$ cat src/rtl/idr_pkg.sv
// Package for the 64-bit divide/remainder unit: field widths, default data
// width and the sign/zero flags that travel down the divider pipeline.
// Depends on nothing; every other file of the unit imports it.
`timescale 1ns / 1ps
`default_nettype none

package idr_pkg;

  // Width of the dividend, divisor, quotient and remainder fields on the ports.
  localparam int FIELD_W = 64;

  // Default operating width of the divider core.
  localparam int DATA_WIDTH_DEF = 64;

  // Sign and zero information carried alongside each division.
  typedef struct packed {
    logic num_neg;   // dividend was negative in signed mode
    logic den_neg;   // divisor was negative in signed mode
    logic den_zero;  // divisor is zero, result is forced to zero
  } idr_flags_t;

endpackage

`default_nettype wire

$ cat src/rtl/idr_post.sv
// Exit stage: restores the signs of quotient and remainder and forces a zero
// result for a zero divisor. Depends on idr_pkg.
`timescale 1ns / 1ps
`default_nettype none

module idr_post
  import idr_pkg::*;
#(
  parameter int DATA_WIDTH = DATA_WIDTH_DEF
) (
  input  logic                  clk,
  input  logic                  rst_n,
  input  logic                  en,
  input  logic                  valid_i,
  input  logic [DATA_WIDTH-1:0] part_i,
  input  logic [DATA_WIDTH-1:0] nq_i,
  input  idr_flags_t            flags_i,
  output logic                  valid_r,
  output logic [DATA_WIDTH-1:0] quo_r,
  output logic [DATA_WIDTH-1:0] rem_r
);

  logic [DATA_WIDTH-1:0] quo_nxt;
  logic [DATA_WIDTH-1:0] rem_nxt;

  always_comb begin
    if (flags_i.den_zero) begin
      quo_nxt = '0;
      rem_nxt = '0;
    end else begin
      quo_nxt = (flags_i.num_neg ^ flags_i.den_neg) ? (DATA_WIDTH'(0) - nq_i) : nq_i;
      rem_nxt = flags_i.num_neg ? (DATA_WIDTH'(0) - part_i) : part_i;
    end
  end

  always_ff @(posedge clk) begin
    if (!rst_n) begin
      valid_r <= 1'b0;
    end else if (en) begin
      valid_r <= valid_i;
    end
  end

  always_ff @(posedge clk) begin
    if (en) begin
      quo_r <= quo_nxt;
      rem_r <= rem_nxt;
    end
  end

endmodule

`default_nettype wire

$ cat config.mk
export PLATFORM = sky130hd
export DESIGN_NAME = idr_post
export DESIGN_NICKNAME = d
export VERILOG_FILES = /design/src/rtl/idr_pkg.sv /design/src/rtl/idr_post.sv
export SDC_FILE = /design/constraint.sdc
export NUM_CORES = 1
export LEC_CHECK = 0
export ABC_AREA = 1
export BUFFER_PORTS_ARGS = -buffer_cell sky130_fd_sc_hd__buf_2
export CELL_PAD_IN_SITES_DETAIL_PLACEMENT = 0
export CELL_PAD_IN_SITES_GLOBAL_PLACEMENT = 2
export CORE_ASPECT_RATIO = 0.75
export CORE_MARGIN = 2
export CORE_UTILIZATION = 28
export CTS_BUF_LIST = sky130_fd_sc_hd__clkbuf_16
export DETAILED_ROUTE_END_ITERATION = 12
export PLACE_DENSITY = 0.84
export SYNTH_ARGS = -nofsm -noshare
export SYNTH_HDL_FRONTEND = slang
export SYNTH_SLANG_ARGS = --single-unit
$ cat constraint.sdc
create_clock -name clk -period 2.13 [get_ports clk]
set_clock_uncertainty 0.1 [all_clocks]
set_input_delay 0.1065 -clock clk [delete_from_list [all_inputs] [get_ports clk]]
set_output_delay 0.1065 -clock clk [all_outputs]
set_load 0.03 [all_outputs]
After elaboration in Yosys (flattened, before gate mapping)
Cells that the tools add are included.
{"block": "totals", "reg_bits": 129, "input_bits": 135, "output_inout_bits": 129, "wordCells": 8}
{"block": "classes", "n_addsub": 2, "mux": 2, "bitwise": 1}
{"operator": "64-bit two-way mux", "count": 2}
{"operator": "1-bit by 64-bit subtractor with 64-bit output, first input constant", "count": 2}
{"operator": "1-bit XOR", "count": 1}

Depth between registers and ports, before layout
{"block": "depth", "depth_word": 2, "ltp_mapped": 12, "depth_no_buf": 12}

Worst setup path before layout
Ideal clock, no wire load.
{"block": "synth_path", "path_kind": "input -> register", "from": "in nq_i[0]", "to": "reg quo_r[56], data pin", "setup_time_ps": 253, "arrival_time_ps": 1255, "required_time_ps": 1777, "setup_slack_ps": 522, "stages": 11, "path_buffers": 0, "path_cell_list": "inv_1 -> ha_1 -> nand3_4 -> nor2_4 -> nand2_1 -> nand2_1 -> nand3_1 -> nor2_1 -> nand2_1 -> nand2_1 -> nor2_1"}
{"block": "synth_via", "elab_chain_len": 2}
{"element": "start: declaration", "line": "idr_post.sv:16", "rtl": "input logic [DATA_WIDTH-1:0] nq_i,"}
{"element": "1-bit by 64-bit subtractor with 64-bit output", "line": "idr_post.sv:31", "rtl": "quo_nxt = (flags_i.num_neg ^ flags_i.den_neg) ? (DATA_WIDTH'(0) - nq_i) : nq_i;"}
{"element": "64-bit two-way mux", "line": "idr_post.sv:31"}
{"element": "end signal: assignment", "line": "idr_post.sv:46", "rtl": "quo_r <= quo_nxt;"}
{"element": "end: declaration", "line": "idr_post.sv:19", "rtl": "output logic [DATA_WIDTH-1:0] quo_r,"}
Every way passes these cells.
A chain may end at the register's enable or synchronous reset.

Final worst setup path
{"block": "layout_path", "from": "in nq_i[6]", "to": "reg quo_r[51], data pin"}
Same word-level chain as after synthesis.

==> metrics <==
status=finished clean; final worst path period share=94.86%; final hold vios=0; final setup fails=0; clock root buffer=clkbuf_16; CTS tree=built; max-cap viol count=0; first-pass GRT wire length=54.77 mm; pwr dens=658.6 nW/um^2; Hold/Removal Path Class=input pin to flip-flop; leakage power=5.500 nW; vias post-DR=10,012; Final Net Count=1,817; H-tree lvl count=4; cells after synthesis=1,295; clock net sink count=129; Netlist cell types=36; Yosys reg bits=129; drt wl/cell=17.59 um; Layout area overhead=41.43%; Detailed Place HPWL=29.01 mm; core area=31,250 um^2; Slew HR=70.07%; Setup TNS=0 ns; crit end category=flip-flop; WP data arrival=2.12 ns; ratio of cells with drive above 1 in the final layout=22.27%; WS Path Type=input pin to flip-flop; Slew @ Worst Pin=0.4442 ns; TritonCTS Buffers=17; clock edge transition at the registers on the reported setup and hold paths=0.06 ns; Worst Hold Slack=0.007915 ns; CP required=2.23 ns; largest net degree at the start of global routing=74; Final GP Congestion=0.8833; DR pass1 iterations=5; Routed WL=36.92 mm; sequential area share after synthesis=43.51%; number of global-route vias before repair=9,171; count of standard-cell rows=56; Tmin final=2.021 ns; die height=158.2 um; Initial Util=28.42%; max frequency=494.9 MHz; Synthesized Nets=1,432; Reg area=3864 um^2; gr ovfl total=0; Max clock buf depth=2; later-pin clock latency in the skew report=0.43 ns; synth warn=0; Vias/cell=4.770; startpoint types=input pin; ANT cells=0; IO Count=264; GRT Resource Usage Total=22.16%; synthesized area=8880 um^2; # port buffers=263; total power=8.271 mW; DP Cell Count=1,965; DIE AREA=33,170 um^2; fillers=3,324; Iter 0 DRT Violations=802; unrepaired setup endpoints after global routing=true; max-slew violation count=0; Routed Antenna Nets=0; worst vdd ir=467.8 uV; Synth Area per Inst=6.857 um^2; footprint of the multi-input gates=4492 um^2; final std cells w/o fill=2,099; initial antenna violation count=0; Post-route DRC=0; CP Max Fanout=6; Final Core Density=40.19%; die width=209.6 um
-- critical path, cell delays in order --
cell and delay, ns:
dlygate4sd3_1 0.54, buf_2 0.15, nor2_1 0.14, nand2_1 0.11
nor2_4 0.20, nand2_1 0.12, nand2_1 0.20, nand4_1 0.32
nor2_1 0.18, nor2_1 0.06
-- path summary, 6_finish.rpt --
kind / startpoint / to / slack (ns) / cells after the start
worst max-delay path: nq_i[6] / quo_r[51]$_SDFFCE_PP0P_ / 0.11 / 10
worst min-delay path: part_i[29] / rem_r[29]$_SDFFCE_PP0P_ / 0.008 / 4
worst max register to register: valid_r$_SDFFE_PN0P_ / valid_r$_SDFFE_PN0P_ / 0.81 / 3
worst min register to register: valid_r$_SDFFE_PN0P_ / valid_r$_SDFFE_PN0P_ / 1.01 / 3
-- area by class of cell --
cell class / count / share of cell area (%)
multi-input cells: 1018 / 35.77
clock inverters: 15 / 1.465
clock buffers: 17 / 3.387
repair buffers: 395 / 20.98
flip-flops and latches: 129 / 30.77
well taps: 406 / 4.045
inverters: 119 / 3.587
-- cells in the final DEF, fill, tap and decap left out, types with 2 or more instances in the layout --
cell type | synthesis | final
dlygate4sd3_1 | 0 | 100
nor2_4 | 3 | 7
inv_1 | 118 | 116
edfxtp_1 | 128 | 128
buf_12 | 0 | 6
bufinv_16 | 0 | 3
buf_4 | 4 | 27
clkinv_4 | 0 | 4
and3_1 | 2 | 2
nor2_2 | 11 | 14
nand3_1 | 79 | 78
nand3_2 | 3 | 3
nand4_1 | 17 | 17
clkinv_2 | 0 | 3
nand2_1 | 340 | 336
o21ai_0 | 80 | 78
o21a_1 | 3 | 3
o21ai_4 | 2 | 3
nand2_2 | 8 | 12
nand3_4 | 1 | 2
a21oi_1 | 83 | 83
clkbuf_16 | 0 | 17
a21boi_0 | 3 | 3
inv_6 | 0 | 3
o21ai_2 | 3 | 2
o21ai_1 | 6 | 8
buf_2 | 9 | 262
clkinvlp_4 | 0 | 3
nor2_1 | 351 | 344
nor3_1 | 13 | 12
-- per-stage QoR --
| step | cell area [um^2] | worst slack [ns] |
|---|---|---|
| after floorplan | 8880 | 0.5218 |
| after detailed placement | 10850 | 0.1113 |
| after global routing | 12560 | -0.03155 |
| after global placement | 10850 | 0.1546 |
| final | 12560 | 0.1094 |
| after CTS | 12460 | 0.04277 |
-- report_power, final --
group / switching (mW) / internal, mW
Clock: 1.28 / 1.85
Combinational: 1.38 / 0.639
Sequential: 0.0717 / 3.05
-- sequential cells by signal, summed over array words and instances, names as in the netlist --
signal / count
quo_r: 64
rem_r: 64
valid_r: 1
-- synth_stat cells, drive strengths merged --
cell,number,share of area [%]
o21ai,91,5.5
and3,2,0.14
nor2,365,16
edfxtp,128,43
nand2,349,15
nand3,83,5.0
a21oi,84,4.8
nor3,13,0.73
o31ai,1,0.085
nand4,17,1.2
inv,119,5.1
a21o,1,0.085
nand3b,1,0.085
a31oi,1,0.070
nor2b,1,0.070
and2,1,0.070
o21a,3,0.25
dfxtp,1,0.23
a21boi,3,0.25
clkbuf,8,0.34
ha,2,0.28
buf,21,1.4
-- routing by layer --
metal | up-vias | wire length, um | GRT usage [%]
met5 | - | 0 | 0
li1 | 5010 | - | -
met2 | 355 | 13850 | 29.00
met3 | 25 | 2940 | 5.078
met1 | 4622 | 19760 | 35.59
met4 | 0 | 370 | 4.863
-- repair_timing --
action / in CTS / in global routing
hold buffers: 100 / 0
endpoints found under the hold margin: 101 / 0
gates resized for setup: 0 / 24
setup endpoints to repair: 0 / 38
buffers inserted: 0 / 2
-- cell families (layout without fill, tap and decap cells) --
kind of cell	after synthesis	after routing	share of synthesized area [%]
AND/OR/NAND/NOR	832	832	38.34
AO/OA/AOI/OAI	184	184	11.03
buffers and inverters	148	546	6.834
flip-flops	129	129	43.51
adder cells (fa/ha/maj)	2	2	0.2818
Power figures use the tool's default switching activity.
