**src/rtl/idr_pkg.sv**
```systemverilog
// Package for the 64-bit divide/remainder unit: field widths, default data
// width and the sign/zero flags that travel down the divider pipeline.
// Depends on nothing; every other file of the unit imports it.
`timescale 1ns / 1ps
`default_nettype none

package idr_pkg;

  // Width of the dividend, divisor, quotient and remainder fields on the ports.
  localparam int FIELD_W = 64;

  // Default operating width of the divider core.
  localparam int DATA_WIDTH_DEF = 64;

  // Sign and zero information carried alongside each division.
  typedef struct packed {
    logic num_neg;   // dividend was negative in signed mode
    logic den_neg;   // divisor was negative in signed mode
    logic den_zero;  // divisor is zero, result is forced to zero
  } idr_flags_t;

endpackage

`default_nettype wire

```
**src/rtl/idr_prep.sv**
```systemverilog
// Entry stage: takes operand magnitudes and records signs and divide-by-zero.
// Depends on idr_pkg.
`timescale 1ns / 1ps
`default_nettype none

module idr_prep
  import idr_pkg::*;
#(
  parameter int DATA_WIDTH = DATA_WIDTH_DEF
) (
  input  logic                  clk,
  input  logic                  rst_n,
  input  logic                  en,
  input  logic                  in_valid,
  input  logic                  in_is_signed,
  input  logic [FIELD_W-1:0]    in_dividend,
  input  logic [FIELD_W-1:0]    in_divisor,
  output logic                  valid_r,
  output logic [DATA_WIDTH-1:0] part_r,
  output logic [DATA_WIDTH-1:0] nq_r,
  output logic [DATA_WIDTH-1:0] den_r,
  output idr_flags_t            flags_r
);

  logic [DATA_WIDTH-1:0] num;
  logic [DATA_WIDTH-1:0] den;
  idr_flags_t            flags_nxt;

  assign num = in_dividend[DATA_WIDTH-1:0];
  assign den = in_divisor[DATA_WIDTH-1:0];

  always_comb begin
    flags_nxt.num_neg  = in_is_signed & num[DATA_WIDTH-1];
    flags_nxt.den_neg  = in_is_signed & den[DATA_WIDTH-1];
    flags_nxt.den_zero = (den == '0);
  end

  always_ff @(posedge clk) begin
    if (!rst_n) begin
      valid_r <= 1'b0;
    end else if (en) begin
      valid_r <= in_valid;
    end
  end

  always_ff @(posedge clk) begin
    if (en) begin
      part_r  <= '0;
      nq_r    <= flags_nxt.num_neg ? (DATA_WIDTH'(0) - num) : num;
      den_r   <= flags_nxt.den_neg ? (DATA_WIDTH'(0) - den) : den;
      flags_r <= flags_nxt;
    end
  end

endmodule

`default_nettype wire

```
**config.mk**
```make
export PLATFORM = sky130hd
export DESIGN_NAME = idr_prep
export DESIGN_NICKNAME = d
export VERILOG_FILES = /design/src/rtl/idr_pkg.sv /design/src/rtl/idr_prep.sv
export SDC_FILE = /design/constraint.sdc
export NUM_CORES = 1
export LEC_CHECK = 0
export ABC_AREA = 1
export BUFFER_PORTS_ARGS = -buffer_cell sky130_fd_sc_hd__buf_2
export CAP_MARGIN = 0
export CORE_MARGIN = 1
export CORE_UTILIZATION = 25
export DETAILED_ROUTE_END_ITERATION = 8
export GPL_TIMING_DRIVEN = 0
export HOLD_SLACK_MARGIN = 0.06
export PLACE_DENSITY = 0.47
export SYNTH_ARGS = -nofsm -noshare
export SYNTH_HDL_FRONTEND = slang
export SYNTH_SLANG_ARGS = --single-unit
```
**constraint.sdc**
```tcl
create_clock -name clk -period 2.1 [get_ports clk]
set_input_delay 0.42 -clock clk [delete_from_list [all_inputs] [get_ports clk]]
set_output_delay 0.42 -clock clk [all_outputs]
set_load 0.03 [all_outputs]
```
Word level (Yosys, flattened, before mapping) --
Cells that the tools add are included.
Operators by class: add/sub/neg operators 2, muxes and demuxes 2, bitwise gates (word level) 2, reductions and logical operators 1
Operator list (number):
- two-way mux 64 bit | 2
- subtractor 1 x 64 -> 64 bit, first input constant | 2
- logical NOT 64 bit | 1
- bitwise AND 1 bit | 2
Storage, ports and cells: register bits 132, word-level logic and storage cells 13

Logic depth before layout (Yosys ltp) --
Gate-level depths: netlist of the first run.
word-level depth 2, depth in mapped cells 11

Worst setup path after synthesis of the first run --
No wires, ideal clock.
path type input -> register, start in in_divisor[1], end reg den_r[36] (data pin), library setup time 0.257 ns, arrival time 1.476 ns, setup slack 0.368 ns, stages 8, buffers on the path 0, cells stage by stage inv_1 -> ha_1 -> nand3_4 -> nor2_4 -> nand2_2 -> o21ai_4 -> nand2_1 -> xor2_1
On the way: cells in the longest elaborated chain, start to end 2
Ends and longest elaborated chain:
- start: declaration | RTL line idr_prep.sv:17 | input logic [FIELD_W-1:0] in_divisor,
- subtractor 1 x 64 -> 64 bit | RTL line idr_prep.sv:50 | den_r <= flags_nxt.den_neg ? (DATA_WIDTH'(0) - den) : den;
- two-way mux 64 bit | RTL line idr_prep.sv:50
- end signal: assignment | RTL line idr_prep.sv:50
- end: declaration | RTL line idr_prep.sv:21 | output logic [DATA_WIDTH-1:0] den_r,
No other way between the ends. A chain may end at the register's enable or synchronous reset.

Worst setup path after layout of the first run --
start in in_divisor[29], end reg den_r[62] (data pin)
The elaborated chain is that of the path after synthesis.

==> summary.txt, run 1 <==
Final layout
  – Commonest non-fill, non-tap cell in the layout: nand2_1
  – Area Overhead vs Synth: 30.7%
  – Nets: 1623
  – Commonest cells after routing, fill and taps aside: nand2_1 (346), buf_2 (269), nor2_1 (207)
  – Fillers: 3851
  – Util after Layout: 33.1%
  – Layout cell share with drive strength beyond 1: 28.6%

Timing
  – Endpoints failing setup: 0
  – Slew Limit Headroom: 51.6%
  – Final period utilization: 85.2%
  – Slew Limit Fails: 0
  – Worst Clk Skew: 0 ns
  – RSZ-0062 raised after global routing: no
  – Slew @ Worst Pin: 0.726 ns
  – Min Tclk post-route: 1.79 ns
  – Final-report hold violation count: 0
  – Max frequency: 0.559 GHz

Synth
  – Top_reg_cell synth: edfxtp_1
  – Mean Syn Cell Area: 7.90 um^2
  – Synth async-reset ratio: 0%
  – Post-synth EDFFs: 131
  – Seq/Total Area, Yosys: 43.8%
  – FF+latch count, synth: 132
  – Warnings from Yosys: 0
  – Syn Inst Count: 1141
  – Mapped Area: 0.00902 mm^2
  – Netlist cell types: 40

Floorplan
  – Die Y: 192 um
  – Core footprint: 0.0356 mm^2
  – I/O pin cnt: 329
  – Die footprint: 0.0368 mm^2
  – Initial Util: 25.4%
  – Cell Rows: 69
  – Die width: 192 um

Global routing
  – Vias in the first global route: 8171
  – Grt ovf: 0
  – First-pass GRT wire length: 47700 um
  – Tot GR Track Use: 17.8%
  – Largest net degree at the start of global routing: 88
  – Initial antenna violation count: 2

Placement
  – Post-detail-place hpwl: 27500 um
  – Port-buffer cells: 264
  – RD Place Congestion: 0.927

Pwr
  – P_leak: 5.43 nW
  – PD cells: 731 mW/mm^2
  – Worst-case vdd ir drop: 0.430 mV
  – Total chip power: 0.00862 W

Drt
  – Initial DRC count: 468
  – DRC: 0
  – DRT antenna net count: 0
  – WL/cell: 17.0 um
  – Via count: 8594
  – Via/cell ratio: 4.38
  – Total wire length: 33300 um
  – DR pass1 iterations: 5

Setup path
  – Critical path, cell by cell: buf_2 > nor2_1 > nand2_1 > nor2_1 > nand2_1 > nor2_1 > nand2_1 > nand2_1 > nand2_1 > nand2_1 > nand2_1
  – R2R cell count: 2
  – Critical Path Start: in_divisor[29]
  – R2R setup slack: 1.44 ns
  – Slowest stage delay, CP: 0.35 ns
  – Arrival @ worst endpoint: 1.98 ns
  – Setup crit end kind: register
  – Critical Path RT: 2.30 ns
  – CP max stage cell: nor2_1
  – Crit path kind: in -> reg
  – CP dominant cell by count: nand2_1
  – CP max FO: 4
  – Reg-to-reg critical path endpoint: valid_r$_SDFFE_PN0P_
  – Startpoint types: input pin
  – Reg2reg start: valid_r$_SDFFE_PN0P_

Clock network
  – Clk_lat worst skew: 0.44 ns
  – Post-CTS setup buffers: 0
  – CTS tree: done
  – Hold-fix buffer count after cts: 0
  – H-tree depth: 4
  – Root Buffer Master: clkbuf_16
  – Clock Sink Count: 132
  – Clk buf depth: 2
  – Post-CTS resize count: 0
  – Cts bufs inserted: 17
  – Clk pin slew, worst setup/hold paths: 0.07 ns

Worst hold path
  – Hold_sp: in_dividend[0]
  – WHS Endpoint: nq_r[0]$_DFFE_PP_
  – Hold WC Path Type: in -> reg
  – Worst hold path depth: 1

Run
  – Max cap viols: 0

Outcome
  – Status: finished clean
-- kinds of logic after synthesis --
family / after synthesis / share of synthesized area (%)
AND/OR/NAND/NOR: 716 / 34.9
buffers and inverters: 169 / 10.2
flip-flops: 132 / 43.8
XOR/XNOR: 69 / 6.70
AO/OA/AOI/OAI: 52 / 4.13
adder cells (fa/ha/maj): 2 / 0.277
other: 1 / 0.0416
-- per-layer routing --
layer	wire length [um]	up-vias	global-route usage, %
li1	-	4285	-
met1	16400	3958	26.1
met2	14200	324	26.6
met3	2230	27	3.23
met4	469	0	4.64
met5	0	-	0
-- where the power goes --
part | total [W] | internal [W] | switching, W
combinational | 0.00213 | 0.000612 | 0.00152
sequential | 0.00331 | 0.00324 | 0.0000731
clock | 0.00318 | 0.00179 | 0.00139
total | 0.00862 | 0.00563 | 0.00299
-- through the flow --
stage               cells  hold WS (ns)  TNS (ns)  setup slack (ns)  area (um^2)
finish               1964         0.194         0             0.311        11800
global route         1964         0.179         0             0.196        11800
CTS                  1962         0.176         0             0.363        11800
detailed placement   1930         0.537    -0.447           -0.0829        11200
global placement     1929         0.521   -139.90             -1.12        11200
floorplan            1204         0.513         0             0.368         9260
-- cell type report --
| cell class | count | area, um^2 | area share [%] |
|---|---|---|---|
| Buffer | 78 | 574 | 4.87 |
| Multi-Input combinational cell | 903 | 4390 | 37.2 |
| Tap cell | 461 | 577 | 4.89 |
| Clock inverter | 15 | 171 | 1.45 |
| Sequential cell | 132 | 3950 | 33.5 |
| Inverter | 91 | 342 | 2.90 |
| Antenna cell | 2 | 5.00 | 0.0425 |
| Clock buffer | 17 | 425 | 3.61 |
| Timing Repair Buffer | 265 | 1360 | 11.5 |
-- synthesized netlist by cell type, drive strengths merged, types with 2 or more instances --
cell / count / area share (%)
nand2: 358 / 15
nor2: 227 / 11
edfxtp: 131 / 44
inv: 91 / 3.8
nand3: 89 / 5.5
buf: 76 / 6.3
xor2: 41 / 4.0
o21ai: 35 / 2.9
xnor2: 28 / 2.7
nand4: 26 / 1.8
a21oi: 11 / 0.78
nand3b: 10 / 0.97
o21bai: 3 / 0.25
and2: 2 / 0.14
clkbuf: 2 / 0.083
ha: 2 / 0.28
nor4: 2 / 0.14
-- sequential cells by signal (all words and copies together) (netlist names) --
signal,flops
den_r,64
nq_r,64
flags_r,3
valid_r,1
-- worst max-delay path, delay by kind of cell --
| family | cells | cell delay [ns] |
|---|---|---|
| buf+inv | 1 | 0.13 |
| simple gates | 10 | 1.43 |
-- worst max-delay path by stage --
stage,end,slack [ns],cells after the start
4_1_cts,den_r[62]$_DFFE_PP_,0.36,12
6_report,den_r[62]$_DFFE_PP_,0.31,11
2_1_floorplan,den_r[36]$_DFFE_PP_,0.37,8
3_3_place_gp,valid_r$_SDFFE_PN0P_,-1.12,3
3_5_place_dp,den_r[62]$_DFFE_PP_,-0.08,12
5_1_grt,den_r[62]$_DFFE_PP_,0.20,12
Power figures use the tool's default switching activity.
==> inputs of run 2 (changes only) <==
==> constraint.sdc (replaced) <==
create_clock -name clk -period 2.1 [get_ports clk]
set_input_delay 0.21 -clock clk [delete_from_list [all_inputs] [get_ports clk]]
set_output_delay 0.21 -clock clk [all_outputs]
set_load 0.03 [all_outputs]
==> run 2 against run 1 <==
Total power about the same. Fmax down 12%. Worst setup slack got worse by 0.25 ns. Sequential share of layout area shrank 0.23 points. Die area unchanged. Via count increased by 0.61%. Combinational power barely moved. Critical path type unchanged. Critical endpoint is now den_r[58]$_DFFE_PP_. Largest cell class unchanged. Largest power group unchanged.
==> summary.txt, run 2 (synthesized netlist as in run 1, its figures left out) <==
Drt
  – DRC: 0 (unchanged)
  – WL/cell: 16.9 um (-0.57%)
  – Initial DRC count: 528 (+13%)
  – Via count: 8646 (+0.61%)
  – Via/cell ratio: 4.39 (+0.25%)
  – DR pass1 iterations: 6 (+1)
  – Total wire length: 33300 um (-0.22%)
  – DRT antenna net count: 0 (unchanged)

Timing
  – Min Tclk post-route: 2.04 ns (+0.249 ns)
  – Endpoints failing setup: 0 (unchanged)
  – Final-report hold violation count: 0 (unchanged)
  – Setup WS post-layout: 0.0622 ns (-0.249 ns)
  – Slew Limit Headroom: 51.9% (+0.33 points)
  – Max frequency: 0.491 GHz (-12%)
  – Final hold slack: 0.0968 ns (-0.0974 ns)
  – Worst Clk Skew: 0 ns (unchanged)
  – RSZ-0062 raised after global routing: yes
  – Final period utilization: 97.0% (+12 points)
  – Slew Limit Fails: 0 (unchanged)
  – Slew @ Worst Pin: 0.721 ns (-0.00501 ns)

Placement
  – Post-detail-place hpwl: 27500 um (unchanged)
  – Placed Cells: 1930 (unchanged)
  – RD Place Congestion: 0.927 (unchanged)
  – Pre-CTS setup slack: 0.127 ns (+0.210 ns)
  – Port-buffer cells: 264 (unchanged)

Final layout
  – Footprint of the multi-input gates: 0.00440 mm^2 (+0.34%)
  – Final std cells w/o fill: 1971 (+0.36%)
  – Reg area: 0.00395 mm^2 (unchanged)
  – Area Overhead vs Synth: 31.6%
  – Nets: 1630 (+0.43%)
  – Largest registers: den_r: 64 flops, nq_r: 64 flops, flags_r: 3 flops
  – Layout cell share with drive strength beyond 1: 28.8% (+0.20 points)
  – Commonest cells after routing, fill and taps aside: nand2_1 (346), buf_2 (269), nor2_1 (205)
  – Commonest non-fill, non-tap cell in the layout: nand2_1
  – Util after Layout: 33.4% (+0.23 points)
  – Fillers: 3845 (-0.16%)

Setup path
  – Critical path, cell by cell: dlygate4sd3_1 > buf_2 > inv_1 > ha_2 > nand3_4 > nor2_2 > nand3b_1 > a21oi_2 > nand2_1 > nand2_1 > nand2_1
  – CP max FO: 5 (+1)
  – CP dominant cell by count: nand2_1
  – R2R setup slack: 0.90 ns (-0.54 ns)
  – Slowest stage delay, CP: 0.53 ns (+0.18 ns)
  – Arrival @ worst endpoint: 2.24 ns (+0.26 ns)
  – CP max stage cell: dlygate4sd3_1
  – Setup crit end kind: register
  – Critical Path RT: 2.30 ns (about the same)
  – Crit path kind: in -> reg
  – Startpoint types: input pin

Pwr
  – P_sw: 0.00298 W (-0.32%)
  – PD cells: 726 mW/mm^2 (-0.69%)
  – P_leak: 5.46 nW (+0.58%)
  – Total chip power: 0.00862 W (about the same)
  – Clock network power share: 36.8% (about the same)
  – Switch share: 34.5% (-0.11 points)
  – Worst-case vdd ir drop: 0.426 mV (-1.1%)
  – Logic pwr share: 24.8% (about the same)
  – Cell Int Power: 0.00564 W (+0.15%)
  – Reg power frac: 38.4% (about the same)

Floorplan
  – Cell Rows: 69 (unchanged)
  – Initial Util: 25.4% (unchanged)
  – Die Y: 192 um (unchanged)
  – Die footprint: 0.0368 mm^2 (unchanged)
  – Die width: 192 um (unchanged)
  – Core footprint: 0.0356 mm^2 (unchanged)
  – I/O pin cnt: 329 (unchanged)

Global routing
  – Vias in the first global route: 8181 (+0.12%)
  – Initial antenna violation count: 2 (unchanged)
  – First-pass GRT wire length: 47700 um (about the same)
  – Grt ovf: 0 (unchanged)
  – Largest net degree at the start of global routing: 88 (unchanged)
  – Tot GR Track Use: 17.8% (about the same)

Clock network
  – H-tree depth: 4 (unchanged)
  – Clock Sink Count: 132 (unchanged)
  – Cts bufs inserted: 17 (unchanged)
  – Clk buf depth: 2 (unchanged)
  – Clk_lat worst skew: 0.44 ns (about the same)
  – CTS tree: done
  – Clk pin slew, worst setup/hold paths: 0.08 ns (about the same)
  – Root Buffer Master: clkbuf_16

Worst hold path
  – Hold WC Path Type: in -> reg

Outcome
  – Status: finished clean

Run
  – Max cap viols: 0 (unchanged)
==> run 2: metrics by stage <==
stage	TNS, ns	cell area [um^2]
global route	-0.150	11900
global placement	-111.76	11200
CTS	0	11800
detailed placement	0	11200
finish	0	11900
floorplan	0	9260
==> run 2: worst max-delay path, delay by kind of cell <==
family	cells	cell delay [ns]
buf+inv	3	0.76
simple gates	6	0.66
compound gates	1	0.39
fa+ha+maj	1	0.21
==> run 2: timing repair <==
item                                   in CTS  in global routing
buffers inserted                            0                  2
setup endpoints to repair                   0                 12
resized for setup                           0                  4
endpoints found under the hold margin       4                  0
hold buffers                                5                  0
==> run 2: layout make-up <==
cell class / count / area share (%)
multi-input cells: 903 / 37.1
clock inverters: 15 / 1.44
repair buffers: 272 / 12.0
plain buffers: 78 / 4.84
clock buffers: 17 / 3.58
diodes: 2 / 0.0422
flip-flops and latches: 132 / 33.3
inverters: 91 / 2.88
well taps: 461 / 4.86
==> run 2: power by group through the flow <==
| stage | clock network [W] | registers, W | logic [W] |
|---|---|---|---|
| floorplan | 0 | 0.00393 | 0.000811 |
| global placement | 0 | 0.00338 | 0.00213 |
| detailed placement | 0 | 0.00337 | 0.00214 |
| CTS | 0.00324 | 0.00332 | 0.00215 |
| global route | 0.00332 | 0.00334 | 0.00231 |
| finish | 0.00317 | 0.00331 | 0.00214 |
==> run 2: worst paths after layout <==
check,start,endpoint,depth (start not counted)
setup / recovery,in_divisor[0],den_r[58]$_DFFE_PP_,11
hold / removal,in_divisor[39],den_r[39]$_DFFE_PP_,3
setup reg to reg,valid_r$_SDFFE_PN0P_,valid_r$_SDFFE_PN0P_,3
hold reg to reg,valid_r$_SDFFE_PN0P_,valid_r$_SDFFE_PN0P_,3
==> run 2: routing by layer <==
metal	global-route usage [%]	vias up	wire length, um
met3	3.23	23	2460
met5	0	-	0
li1	-	4306	-
met4	4.64	0	410
met1	26.1	3979	16200
met2	26.6	338	14200
